### config.mk
export PLATFORM = sky130hd
export DESIGN_NAME = poly_voice_allocator_core
export DESIGN_NICKNAME = d
export VERILOG_FILES = /design/src/hw/rtl/pva_pkg.sv /design/src/hw/rtl/poly_voice_allocator_core.sv /design/src/hw/rtl/pva_ctrl.sv /design/src/hw/rtl/pva_dpath.sv
export VERILOG_INCLUDE_DIRS = /design/src /design/src/hw/rtl
export SDC_FILE = /design/constraint.sdc
export NUM_CORES = 1
export LEC_CHECK = 0
export BUFFER_PORTS_ARGS = -buffer_cell sky130_fd_sc_hd__clkbuf_2
export CORE_AREA = 2 2 133 161
export CTS_CLUSTER_SIZE = 20
export DETAILED_ROUTE_END_ITERATION = 12
export DIE_AREA = 0 0 135 163
export PLACE_DENSITY = 0.68
export SYNTH_ARGS = -nofsm -noshare
export SYNTH_HDL_FRONTEND = slang
export SYNTH_HIERARCHICAL = 1
export SYNTH_SLANG_ARGS = --single-unit
### constraint.sdc
create_clock -name aclk -period 3.8 [get_ports aclk]
set_input_delay 0.76 -clock aclk [delete_from_list [all_inputs] [get_ports aclk]]
set_output_delay 0.76 -clock aclk [all_outputs]
set_load 0.05 [all_outputs]
### src/hw/rtl/poly_voice_allocator_core_defines.svh
// Assertion macros for the voice allocator core.
// Used by the top level; expects aclk and aresetn in scope.
`ifndef POLY_VOICE_ALLOCATOR_CORE_DEFINES_SVH
`define POLY_VOICE_ALLOCATOR_CORE_DEFINES_SVH

// same-cycle implication, checked outside reset
`define PVA_ASSERT(lbl, ante, cons) \
    lbl: assert property (@(posedge aclk) disable iff (!aresetn) (ante) |-> (cons)) \
        else $error("pva: assertion failed");

// next-cycle implication, checked outside reset
`define PVA_ASSERT_NEXT(lbl, ante, cons) \
    lbl: assert property (@(posedge aclk) disable iff (!aresetn) (ante) |=> (cons)) \
        else $error("pva: assertion failed");

`endif

### src/hw/rtl/pva_pkg.sv
// Shared types and constants for the voice allocator core.
// No dependencies; used by pva_ctrl, pva_dpath and the top level.
package pva_pkg;

    localparam int VOICES      = 8;
    localparam int VIDX_W      = 3;
    localparam int LEN_W       = 4;
    localparam int NOTE_W      = 7;
    localparam int VEL_W       = 7;
    localparam int STATUS_W    = 2;
    localparam int POLICY_W    = 2;
    localparam int CFG_W       = 4;
    localparam int CFG_IDX_W   = 1;
    localparam int S_TDATA_W   = 16;
    localparam int S_TUSER_W   = 1;
    localparam int M_TDATA_W   = 24;
    localparam int M_TUSER_W   = 3;
    localparam int M_PAD_W     = M_TDATA_W - VIDX_W - NOTE_W - VEL_W;

    // opcodes
    localparam logic OP_NOTE_ON  = 1'b0;
    localparam logic OP_NOTE_OFF = 1'b1;

    // steal policies
    localparam logic [POLICY_W-1:0] POL_NONE   = 2'd0;
    localparam logic [POLICY_W-1:0] POL_OLDEST = 2'd1;
    localparam logic [POLICY_W-1:0] POL_LOWEST = 2'd2;

    // result status
    localparam logic [STATUS_W-1:0] ST_STARTED  = 2'd0;
    localparam logic [STATUS_W-1:0] ST_STOPPED  = 2'd1;
    localparam logic [STATUS_W-1:0] ST_NO_VOICE = 2'd2;
    localparam logic [STATUS_W-1:0] ST_NO_MATCH = 2'd3;

    // config register indexes
    localparam logic [CFG_IDX_W-1:0] REG_STEAL_POLICY = 1'd0;
    localparam logic [CFG_IDX_W-1:0] REG_VOICE_COUNT  = 1'd1;

    typedef struct packed {
        logic load;         // latch the input beat
        logic pick_idle;    // take front idle voice
        logic pick_oldest;  // take front active voice
        logic start_scan;   // begin walk over the active queue
        logic scan_step;    // examine one active entry
        logic commit;       // update queues and load result
    } cmd_t;

    typedef struct packed {
        logic             op_off;
        logic             idle_avail;
        logic             act_avail;
        logic             steal_oldest;
        logic             steal_lowest;
        logic             scan_end;
        logic             hit;
        logic             out_free;
        logic [LEN_W-1:0] idle_len;
        logic [LEN_W-1:0] act_len;
    } sts_t;

endpackage

### src/hw/rtl/poly_voice_allocator_core.sv
// Polyphonic voice allocator with note stealing.
// Input: one beat per note event on s_*; config writes on cfg_*.
// Output: one result beat per event on m_*.
// Sequence: accept, choose, then for a note-off or lowest-note steal a scan
// of the active queue, one entry per cycle up to its end check, then commit.
// A note-off scan stops at the first matching entry.
// Throughput: one event at a time; the next event is accepted the cycle
// after the previous one commits.
// The result register holds a finished result while the next event is
// taken; if the receiver stalls, the following commit waits for it.
// Reset: policy none, pool of 8 voices idle in order, notes cleared.
// Writing voice_count refills the idle queue and empties the active one;
// configure only while no event is in flight.
// Depends on pva_pkg, pva_ctrl, pva_dpath and the defines header.
`include "poly_voice_allocator_core_defines.svh"

module poly_voice_allocator_core (
    input  logic                            aclk,
    input  logic                            aresetn,
    input  logic                            s_tvalid,
    output logic                            s_tready,
    input  logic [pva_pkg::S_TDATA_W-1:0]   s_tdata,   // note[6:0], velocity[13:7]
    input  logic [pva_pkg::S_TUSER_W-1:0]   s_tuser,   // opcode[0]
    output logic                            m_tvalid,
    input  logic                            m_tready,
    output logic [pva_pkg::M_TDATA_W-1:0]   m_tdata,   // voice[2:0], note_out[9:3],
                                                       // velocity_out[16:10]
    output logic [pva_pkg::M_TUSER_W-1:0]   m_tuser,   // status[1:0], gate[2]
    input  logic                            cfg_valid,
    output logic                            cfg_ready,
    input  logic [pva_pkg::CFG_IDX_W-1:0]   cfg_index,
    input  logic [pva_pkg::CFG_W-1:0]       cfg_data
);

    pva_pkg::cmd_t cmd;
    pva_pkg::sts_t sts;
    logic [pva_pkg::LEN_W:0] pool_used;

    assign cfg_ready = 1'b1;
    assign pool_used = {1'b0, sts.idle_len} + {1'b0, sts.act_len};

    pva_ctrl u_ctrl (
        .aclk     (aclk),
        .aresetn  (aresetn),
        .s_tvalid (s_tvalid),
        .s_tready (s_tready),
        .sts      (sts),
        .cmd      (cmd)
    );

    pva_dpath u_dpath (
        .aclk      (aclk),
        .aresetn   (aresetn),
        .s_tdata   (s_tdata),
        .s_tuser   (s_tuser),
        .m_tvalid  (m_tvalid),
        .m_tready  (m_tready),
        .m_tdata   (m_tdata),
        .m_tuser   (m_tuser),
        .cfg_valid (cfg_valid),
        .cfg_index (cfg_index),
        .cfg_data  (cfg_data),
        .cmd       (cmd),
        .sts       (sts)
    );

    // one event in flight at a time
    `PVA_ASSERT_NEXT(a_one_in_flight, s_tvalid && s_tready, !s_tready)

    // gate is raised exactly on a started result
    `PVA_ASSERT(a_gate_started, m_tvalid, m_tuser[2] == (m_tuser[1:0] == pva_pkg::ST_STARTED))

    // idle and active queues together never hold more than the pool
    `PVA_ASSERT(a_pool_bound, 1'b1, pool_used <= (pva_pkg::LEN_W + 1)'(pva_pkg::VOICES))

endmodule

### src/hw/rtl/pva_ctrl.sv
// Sequencer for the voice allocator: accept, choose, scan, commit.
// Depends on pva_pkg for cmd_t and sts_t.
module pva_ctrl (
    input  logic          aclk,
    input  logic          aresetn,
    input  logic          s_tvalid,
    output logic          s_tready,
    input  pva_pkg::sts_t sts,
    output pva_pkg::cmd_t cmd
);

    typedef enum logic [1:0] {
        S_IDLE,
        S_CHOOSE,
        S_SCAN,
        S_COMMIT
    } state_t;

    state_t state_reg, state_next;
    logic   ready_reg, ready_next;

    always_comb begin
        cmd        = '0;
        state_next = state_reg;
        ready_next = ready_reg;
        unique case (state_reg)
            S_IDLE: begin
                if (s_tvalid && ready_reg) begin
                    cmd.load   = 1'b1;
                    ready_next = 1'b0;
                    state_next = S_CHOOSE;
                end
            end
            S_CHOOSE: begin
                if (sts.op_off) begin
                    cmd.start_scan = 1'b1;
                    state_next     = S_SCAN;
                end else if (sts.idle_avail) begin
                    cmd.pick_idle = 1'b1;
                    state_next    = S_COMMIT;
                end else if (sts.steal_oldest && sts.act_avail) begin
                    cmd.pick_oldest = 1'b1;
                    state_next      = S_COMMIT;
                end else if (sts.steal_lowest) begin
                    cmd.start_scan = 1'b1;
                    state_next     = S_SCAN;
                end else begin
                    state_next = S_COMMIT;   // dropped note
                end
            end
            S_SCAN: begin
                if (sts.scan_end) begin
                    state_next = S_COMMIT;
                end else begin
                    cmd.scan_step = 1'b1;
                    // note-off stops at the first match
                    if (sts.hit) begin
                        state_next = S_COMMIT;
                    end
                end
            end
            S_COMMIT: begin
                if (sts.out_free) begin
                    cmd.commit = 1'b1;
                    ready_next = 1'b1;
                    state_next = S_IDLE;
                end
            end
            default: begin
                state_next = S_IDLE;
            end
        endcase
    end

    always_ff @(posedge aclk) begin
        if (!aresetn) begin
            state_reg <= S_IDLE;
            ready_reg <= 1'b1;
        end else begin
            state_reg <= state_next;
            ready_reg <= ready_next;
        end
    end

    assign s_tready = ready_reg;

endmodule

### src/hw/rtl/pva_dpath.sv
// Datapath for the voice allocator: voice queues, note table, scan
// registers, config registers and the result register. Uses pva_pkg.
module pva_dpath (
    input  logic                                aclk,
    input  logic                                aresetn,
    input  logic [pva_pkg::S_TDATA_W-1:0]       s_tdata,
    input  logic [pva_pkg::S_TUSER_W-1:0]       s_tuser,
    output logic                                m_tvalid,
    input  logic                                m_tready,
    output logic [pva_pkg::M_TDATA_W-1:0]       m_tdata,
    output logic [pva_pkg::M_TUSER_W-1:0]       m_tuser,
    input  logic                                cfg_valid,
    input  logic [pva_pkg::CFG_IDX_W-1:0]       cfg_index,
    input  logic [pva_pkg::CFG_W-1:0]           cfg_data,
    input  pva_pkg::cmd_t                       cmd,
    output pva_pkg::sts_t                       sts
);

    typedef logic [pva_pkg::VIDX_W-1:0] vidx_t;
    typedef logic [pva_pkg::NOTE_W-1:0] note_t;
    typedef logic [pva_pkg::LEN_W-1:0]  len_t;

    typedef enum logic {
        SRC_IDLE,
        SRC_ACT
    } src_t;

    // queues and note table
    vidx_t idle_q_reg [pva_pkg::VOICES];
    vidx_t idle_q_next[pva_pkg::VOICES];
    vidx_t act_q_reg  [pva_pkg::VOICES];
    vidx_t act_q_next [pva_pkg::VOICES];
    note_t vnote_reg  [pva_pkg::VOICES];
    note_t vnote_next [pva_pkg::VOICES];
    len_t  idle_len_reg, idle_len_next;
    len_t  act_len_reg,  act_len_next;
    logic [pva_pkg::POLICY_W-1:0] policy_reg, policy_next;

    // current event and scan state
    logic                        op_reg,    op_next;
    note_t                       note_reg,  note_next;
    logic [pva_pkg::VEL_W-1:0]   vel_reg,   vel_next;
    len_t                        idx_reg,   idx_next;
    note_t                       low_reg,   low_next;
    vidx_t                       pos_reg,   pos_next;
    vidx_t                       vsel_reg,  vsel_next;
    logic                        found_reg, found_next;
    src_t                        src_reg,   src_next;

    // result register
    logic                           oval_reg,   oval_next;
    logic [pva_pkg::STATUS_W-1:0]   ostat_reg,  ostat_next;
    vidx_t                          ovoice_reg, ovoice_next;
    note_t                          onote_reg,  onote_next;
    logic [pva_pkg::VEL_W-1:0]      ovel_reg,   ovel_next;
    logic                           ogate_reg,  ogate_next;

    vidx_t cur_v;
    note_t cur_n;
    logic  out_free;

    assign cur_v    = act_q_reg[idx_reg[pva_pkg::VIDX_W-1:0]];
    assign cur_n    = vnote_reg[cur_v];
    assign out_free = !oval_reg || m_tready;

    always_comb begin
        sts.op_off       = (op_reg == pva_pkg::OP_NOTE_OFF);
        sts.idle_avail   = (idle_len_reg != '0);
        sts.act_avail    = (act_len_reg != '0);
        sts.steal_oldest = (policy_reg == pva_pkg::POL_OLDEST);
        sts.steal_lowest = (policy_reg == pva_pkg::POL_LOWEST);
        sts.scan_end     = (idx_reg == act_len_reg);
        sts.hit          = (op_reg == pva_pkg::OP_NOTE_OFF) && (cur_n == note_reg);
        sts.out_free     = out_free;
        sts.idle_len     = idle_len_reg;
        sts.act_len      = act_len_reg;
    end

    always_comb begin
        idle_q_next   = idle_q_reg;
        act_q_next    = act_q_reg;
        vnote_next    = vnote_reg;
        idle_len_next = idle_len_reg;
        act_len_next  = act_len_reg;
        policy_next   = policy_reg;
        op_next       = op_reg;
        note_next     = note_reg;
        vel_next      = vel_reg;
        idx_next      = idx_reg;
        low_next      = low_reg;
        pos_next      = pos_reg;
        vsel_next     = vsel_reg;
        found_next    = found_reg;
        src_next      = src_reg;
        oval_next     = oval_reg && !m_tready;
        ostat_next    = ostat_reg;
        ovoice_next   = ovoice_reg;
        onote_next    = onote_reg;
        ovel_next     = ovel_reg;
        ogate_next    = ogate_reg;

        if (cmd.load) begin
            op_next    = s_tuser[0];
            note_next  = s_tdata[pva_pkg::NOTE_W-1:0];
            vel_next   = s_tdata[pva_pkg::NOTE_W +: pva_pkg::VEL_W];
            found_next = 1'b0;
        end

        if (cmd.pick_idle) begin
            src_next   = SRC_IDLE;
            found_next = 1'b1;
            vsel_next  = idle_q_reg[0];
        end

        if (cmd.pick_oldest) begin
            src_next   = SRC_ACT;
            found_next = 1'b1;
            pos_next   = '0;
            vsel_next  = act_q_reg[0];
        end

        if (cmd.start_scan) begin
            src_next   = SRC_ACT;
            found_next = 1'b0;
            idx_next   = '0;
            low_next   = note_reg;
        end

        if (cmd.scan_step) begin
            idx_next = idx_reg + len_t'(1);
            if (op_reg == pva_pkg::OP_NOTE_OFF) begin
                if (cur_n == note_reg) begin
                    found_next = 1'b1;
                    pos_next   = idx_reg[pva_pkg::VIDX_W-1:0];
                    vsel_next  = cur_v;
                end
            end else if (cur_n < low_reg) begin
                // strictly lower keeps the earliest of equal lows
                low_next   = cur_n;
                found_next = 1'b1;
                pos_next   = idx_reg[pva_pkg::VIDX_W-1:0];
                vsel_next  = cur_v;
            end
        end

        if (cmd.commit) begin
            oval_next   = 1'b1;
            ovoice_next = '0;
            onote_next  = '0;
            ovel_next   = '0;
            ogate_next  = 1'b0;

            // take the chosen voice out of its queue
            if (found_reg) begin
                if (src_reg == SRC_IDLE) begin
                    for (int j = 0; j < pva_pkg::VOICES - 1; j++) begin
                        idle_q_next[j] = idle_q_reg[j+1];
                    end
                    idle_len_next = idle_len_reg - len_t'(1);
                end else begin
                    for (int j = 0; j < pva_pkg::VOICES - 1; j++) begin
                        if (vidx_t'(j) >= pos_reg) begin
                            act_q_next[j] = act_q_reg[j+1];
                        end
                    end
                    act_len_next = act_len_reg - len_t'(1);
                end
            end

            if (op_reg == pva_pkg::OP_NOTE_ON) begin
                if (found_reg && (act_len_next < len_t'(pva_pkg::VOICES))) begin
                    act_q_next[act_len_next[pva_pkg::VIDX_W-1:0]] = vsel_reg;
                    act_len_next          = act_len_next + len_t'(1);
                    vnote_next[vsel_reg]  = note_reg;
                    ostat_next            = pva_pkg::ST_STARTED;
                    ovoice_next           = vsel_reg;
                    onote_next            = note_reg;
                    ovel_next             = vel_reg;
                    ogate_next            = 1'b1;
                end else begin
                    ostat_next = pva_pkg::ST_NO_VOICE;
                end
            end else begin
                if (found_reg) begin
                    if (idle_len_reg < len_t'(pva_pkg::VOICES)) begin
                        idle_q_next[idle_len_reg[pva_pkg::VIDX_W-1:0]] = vsel_reg;
                        idle_len_next = idle_len_reg + len_t'(1);
                    end
                    ostat_next  = pva_pkg::ST_STOPPED;
                    ovoice_next = vsel_reg;
                    onote_next  = note_reg;
                end else begin
                    ostat_next = pva_pkg::ST_NO_MATCH;
                end
            end
        end

        if (cfg_valid) begin
            unique case (cfg_index)
                pva_pkg::REG_STEAL_POLICY: begin
                    policy_next = cfg_data[pva_pkg::POLICY_W-1:0];
                end
                pva_pkg::REG_VOICE_COUNT: begin
                    for (int j = 0; j < pva_pkg::VOICES; j++) begin
                        idle_q_next[j] = vidx_t'(j);
                    end
                    // oversized pool saturates
                    if (cfg_data > pva_pkg::CFG_W'(pva_pkg::VOICES)) begin
                        idle_len_next = len_t'(pva_pkg::VOICES);
                    end else begin
                        idle_len_next = len_t'(cfg_data);
                    end
                    act_len_next = '0;
                end
                default: begin
                    policy_next = policy_reg;
                end
            endcase
        end
    end

    always_ff @(posedge aclk) begin
        if (!aresetn) begin
            for (int j = 0; j < pva_pkg::VOICES; j++) begin
                idle_q_reg[j] <= vidx_t'(j);
                vnote_reg[j]  <= '0;
            end
            idle_len_reg <= len_t'(pva_pkg::VOICES);
            act_len_reg  <= '0;
            policy_reg   <= pva_pkg::POL_NONE;
            oval_reg     <= 1'b0;
            found_reg    <= 1'b0;
            src_reg      <= SRC_IDLE;
            idx_reg      <= '0;
        end else begin
            idle_q_reg   <= idle_q_next;
            vnote_reg    <= vnote_next;
            idle_len_reg <= idle_len_next;
            act_len_reg  <= act_len_next;
            policy_reg   <= policy_next;
            oval_reg     <= oval_next;
            found_reg    <= found_next;
            src_reg      <= src_next;
            idx_reg      <= idx_next;
        end
    end

    // payload, no reset
    always_ff @(posedge aclk) begin
        act_q_reg  <= act_q_next;
        op_reg     <= op_next;
        note_reg   <= note_next;
        vel_reg    <= vel_next;
        low_reg    <= low_next;
        pos_reg    <= pos_next;
        vsel_reg   <= vsel_next;
        ostat_reg  <= ostat_next;
        ovoice_reg <= ovoice_next;
        onote_reg  <= onote_next;
        ovel_reg   <= ovel_next;
        ogate_reg  <= ogate_next;
    end

    assign m_tvalid = oval_reg;
    assign m_tdata  = {{pva_pkg::M_PAD_W{1'b0}}, ovel_reg, onote_reg, ovoice_reg};
    assign m_tuser  = {ogate_reg, ostat_reg};

endmodule
# Word level (Yosys, flattened, before mapping)

Cells that the tools add are included.
W data, S select, Z words.

Shifts and indexed selects: 0
Muxes and demuxes: 118
Multipliers: 0
Eq/ne operators: 10
$lt $le $gt $ge: 19
Div/mod/pow operators: 0
Bitwise logic cells: 8
Reduce and logical (&&, ||, !) cells: 22
Add/subtract/negate cells: 5

Operator list:

| kind                  | number |
|---|---|
| $mux W24              | 8 |
| $mux W21              | 6 |
| $mux W3               | 26 |
| $mux W4               | 19 |
| $mux W7               | 10 |
| $bwmux W56            | 1 |
| $bwmux W24            | 2 |
| $mux W1               | 28 |
| $mux W2               | 11 |
| $bmux W7 S3           | 1 |
| $demux W7 S3          | 1 |
| $ge A4 B4 Y1 const B  | 5 |
| $not A3 Y4            | 5 |
| $demux W3 S3          | 2 |
| $add A4 B1 Y4 const B | 3 |
| $lt A4 B1 Y1 const B  | 3 |
| $bmux W3 S3           | 1 |
| $ge A3 B3 Y1 const A  | 3 |
| $reduce_and A3 Y1     | 3 |
| $logic_and A1 B1 Y1   | 8 |
| $lt A4 B4 Y1 const B  | 2 |
| $pmux W2 S4           | 1 |
| $reduce_bool A4 Y1    | 2 |
| $sub A4 B1 Y4 const B | 2 |
| other kinds (19)      | 29 |

Input bits: 27
Memories kept: 0
Latch bits: 0
Bits in registers: 172
ROM bits: 0
Bits in writable memories: 0

# Logic depth before layout (Yosys ltp)

Depth after elaboration: 13
Gate-level depth with buffers: 15
Mapped depth without buffers: 12

# Hierarchy

Netlist, hierarchy kept.

By module, submodules not included:

| module                    | area each (µm²) | cells an instance | sequential area each (µm²) | instances |
|---|---|---|---|---|
| pva_dpath                 | 8768.4          | 889               | 3973.8                     | 1 |
| pva_ctrl                  | 281.5           | 36                | 60.1                       | 1 |
| poly_voice_allocator_core | 11.3            | 2                 | 0.0                        | 1 |

# Worst setup path after synthesis

Ideal clock, no wire load.

Path type: input -> register
Start: input m_tready
End: register u_dpath/act_q_reg[0] (netlist name), enable pin
Required time: 3.481 ns
Path slack: 0.319 ns
Arrival: 3.162 ns
Path buffers: 4
Stages on the path: 8
Cell sequence: nand2b_1 -> buf_4 -> and2_1 -> clkbuf_1 -> buf_1 -> clkbuf_1 -> nand2_1 -> nor2_1

RTL lines:

| what                 | RTL line                        | RTL |
|---|---|---|
| start, declared      | poly_voice_allocator_core.sv:25 | `input logic m_tready,` |
| end signal, assigned | pva_dpath.sv:250                | `act_q_reg <= act_q_next;` |
| end, declared        | pva_dpath.sv:31                 | `vidx_t act_q_reg [pva_pkg::VOICES];` |

# Worst setup path in the final report

Start: register u_dpath.idx_reg[0]
End: register u_dpath.pos_reg[2]

Word-level cells in the longest chain between the ends: 12

Ends and longest elaborated chain:

| what                                                | RTL line                           | RTL |
|---|---|---|
| start, declared                                     | pva_dpath.sv:43                    | `len_t idx_reg, idx_next;` |
| start signal, assigned                              | pva_dpath.sv:244                   | `idx_reg <= idx_next;` |
| $not A3 Y4 (not written as such)                    | pva_dpath.sv:62                    | `assign cur_v = act_q_reg[idx_reg[pva_pkg::VIDX_W-1:0]];` |
| $bmux W3 S3                                         | pva_dpath.sv:62                    |  |
| $mux W3 (not written as such) (2 in series)         | pva_dpath.sv:62                    |  |
| $not A3 Y4 (not written as such)                    | pva_dpath.sv:63                    | `assign cur_n = vnote_reg[cur_v];` |
| $bmux W7 S3                                         | pva_dpath.sv:63                    |  |
| $mux W7 (not written as such) (2 in series)         | pva_dpath.sv:63                    |  |
| $lt A7 B7 Y1 / $eq A7 B7 Y1 (equally long branches) | pva_dpath.sv:137, pva_dpath.sv:132 |  |
| $mux W3, on equally long branches                   | pva_dpath.sv:137, pva_dpath.sv:132 |  |
| $mux W3                                             | pva_dpath.sv:131                   | `if (op_reg == pva_pkg::OP_NOTE_OFF) begin` |
| $mux W3 (*)                                         | pva_dpath.sv:129                   | `if (cmd.scan_step) begin` |
| via u_dpath.pos_next[2]                             | pva_dpath.sv:45                    | `vidx_t pos_reg, pos_next;` |
| end signal, assigned                                | pva_dpath.sv:255                   | `pos_reg <= pos_next;` |
| end, declared                                       | pva_dpath.sv:45                    |  |

The timed path passes the listed nets; every way through them passes the cells marked *. The select of a mux whose other input is x is not followed.
A chain may end at the register's enable or synchronous reset.

==> key figures <==
STA
  • Setup TNS: 0 ns
  • Fin. max-slew vios: 0
  • Achievable clock frequency: 273 MHz
  • Post-route setup slack: 0.135 ns
  • Endpoints failing hold: 0
  • Least-Margin Pin Slew: 1.03 ns
  • Clk_skew: 0.0128 ns
  • Final worst-path cycle share: 96.4%
  • Slew HR: 31.3%
  • Final min period: 3.66 ns
  • Endpoints failing setup: 0
  • Unrepaired setup endpoints after global routing: no

Synth
  • Post-Syn Area per Cell: 9.77 sq um
  • Adder-cell share of the synthesized area: 2.49%
  • Synth area leader: dfxtp_1
  • Synth Area in XOR/XNOR: 2.07%
  • Top post-synthesis cells by area: dfxtp_1, edfxtp_1, mux2i_1
  • EDFF count, synth: 59
  • Simple-gate share of the synthesized area: 18.5%
  • Largest family of logic cells by synthesized area: simple AND/OR/NAND/NOR gates
  • Register bit total from synthesis: 172
  • Asr flop ratio synth: 0%
  • Compound-Gate Fraction of Synth Area: 13.0%
  • Yosys cell types: 64
  • Mapped cell area: 9060 sq um
  • Ys Warns: 6
  • Synth top area share: 25.0%
  • Cells after synthesis: 927
  • Top_reg_cell synth: dfxtp_1
  • Sequential area share after synthesis: 44.5%
  • Mux contribution to synthesized area: 13.9%

Placement
  • Cells after DPL: 1223
  • GPL Wtd Cong: 0.838
  • Post-DP HPWL: 14.4 mm
  • DP Worst Slack: 0.0429 ns
  • Port Buf Inserts: 46

Layout
  • Commonest non-fill, non-tap cell in the layout: dfxtp_1
  • Area grow syn2layout: 13.2%
  • Share of cells above drive strength 1: 15.4%
  • Final non-filler cell total: 1255
  • Largest register FFs: 56
  • Nets: 1017
  • N_diodes: 0
  • Filler Cell Count: 1977
  • Commonest non-fill, non-tap cells in the layout: dfxtp_1, mux2i_1, nor2b_1

Floorplan
  • Core ar.: 20600 sq um
  • Starting Density: 44.0%
  • Die area: 22000 sq um
  • Die Span X: 135 um
  • Die H: 163 um
  • Total I/O pin count: 57
  • FP Rows: 58

Worst hold path
  • Kind of path behind the tightest hold check: reg2reg

Clock tree
  • Root buffer cell: clkbuf_16
  • CTS tree: yes
  • H-Tree Depth: 4
  • CTS buffer count: 17
  • CTS max path bufs: 2
  • Clk_lat worst skew: 0.43 ns
  • CTS clk-pin slew, worst paths: 0.07 ns
  • Clock sink count: 172
  • Hold_buf cts: 0

Detailed routing
  • Via count: 6676
  • Residual DRC: 0
  • Via density: 5.32
  • DRT Pass-1 Iters: 5
  • Final wirelength: 20.6 mm
  • Routed len/inst: 16.4 um
  • Initial DRC Count: 429
  • Antenna viol nets, final: 0

Critical path
  • Nature of the critical path endpoint: flip-flop
  • Worst EP required: 4.11 ns
  • CP Launch Type: flip-flop
  • CP arrival: 3.97 ns
  • CP max FO: 9
  • WS Path Type: reg2reg

Global routing
  • Aggregate global-route resource usage: 19.3%
  • First-pass GRT wire length: 33.0 mm
  • Largest net degree at the start of global routing: 70
  • Grt ovf: 0
  • Antenna violations before repair: 0
  • Number of global-route vias before repair: 6488

Power
  • Cell Pwr Density: 473 nW/um^2
  • Total power: 4.85 mW
  • Max rail drop VDD: 0.331 mV
  • Lkg Pwr: 4.14 nW

Flow run
  • MaxCap Viol Count: 0

Run status
  • Run status: finished clean
-- synthesized netlist by cell type (14+ instances only) --
| library cell | n |
|---|---|
| and2_1 | 14 |
| nor2b_1 | 80 |
| nand3_1 | 38 |
| ha_1 | 18 |
| mux2i_1 | 111 |
| o21ai_0 | 39 |
| nor2_1 | 68 |
| dfxtp_1 | 113 |
| nand2_1 | 66 |
| edfxtp_1 | 59 |
| inv_1 | 48 |
| clkbuf_1 | 42 |
| o211a_1 | 21 |
| a21oi_1 | 60 |
-- where the power goes --
part	switching, mW	leakage [nW]	internal (mW)
sequential	0.146	1.45	2.08
clock	0.712	0.274	0.965
combinational	0.587	2.42	0.360
total	1.44	4.14	3.40
-- cells by family after synthesis --
group,count (synthesis)
and+or+nand+nor,319
DFF,172
AOI/OAI and AO/OA,164
muxes,119
buffers and inverters,115
adders and majority gates,18
xor gates and xnor gates,18
other,2
-- path summary, 6_finish.rpt --
path                               startpoint                               end  slack [ns]  depth (start not counted)
max           u_dpath/idx_reg[0]$_SDFFE_PN0P_        u_dpath/pos_reg[2]$_DFF_P_        0.14                         14
min          u_dpath/idle_q_reg[0]$_SDFF_PN1_  u_dpath/idle_q_reg[0]$_SDFF_PN1_        0.48                          2
max reg2reg   u_dpath/idx_reg[0]$_SDFFE_PN0P_        u_dpath/pos_reg[2]$_DFF_P_        0.14                         14
min reg2reg  u_dpath/idle_q_reg[0]$_SDFF_PN1_  u_dpath/idle_q_reg[0]$_SDFF_PN1_        0.48                          2
-- final cells by class --
class | count | area (sq um) | share of cell area, %
Clock inverter | 8 | 86.3 | 0.842
Tap cell | 270 | 338 | 3.29
Sequential cell | 172 | 4030 | 39.3
Multi-Input combinational cell | 646 | 4560 | 44.4
Inverter | 49 | 184 | 1.79
Timing Repair Buffer | 86 | 572 | 5.58
Clock buffer | 24 | 483 | 4.71
-- critical path, cell delays in order (launching register included) --
cell       delay (ns)
dfxtp_1          0.37
buf_12           0.15
mux4_2           0.60
nand3b_4         0.12
o21ai_4          0.10
o211a_1          0.19
a2111oi_4        0.45
ha_1             0.32
a21oi_1          0.15
nor2b_1          0.06
o21ai_0          0.23
o2111ai_2        0.20
o41ai_4          0.11
buf_12           0.18
mux2_4           0.29
-- layer usage --
layer	routed length, um	global-route usage (%)	vias up
met5	0	0	-
li1	-	-	3313
met3	750	4.11	38
met1	8700	22.5	3193
met2	10500	34.1	132
met4	616	8.33	0
-- metrics by stage --
| step | instance area [sq um] | utilization [%] | hold slack (ns) |
|---|---|---|---|
| CTS | 10300 | 49.7 | 0.477 |
| detailed placement | 9680 | 47.0 | 0.458 |
| global route | 10300 | 49.8 | 0.480 |
| finish | 10300 | 49.8 | 0.476 |
| floorplan | 9080 | - | 0.406 |
| global placement | 9680 | 47.0 | 0.449 |
-- timing repair --
item,CTS,global route
setup endpoints to repair,0,5
gates resized for setup,0,4
buffers inserted,0,0
Power figures use the tool's default switching activity.
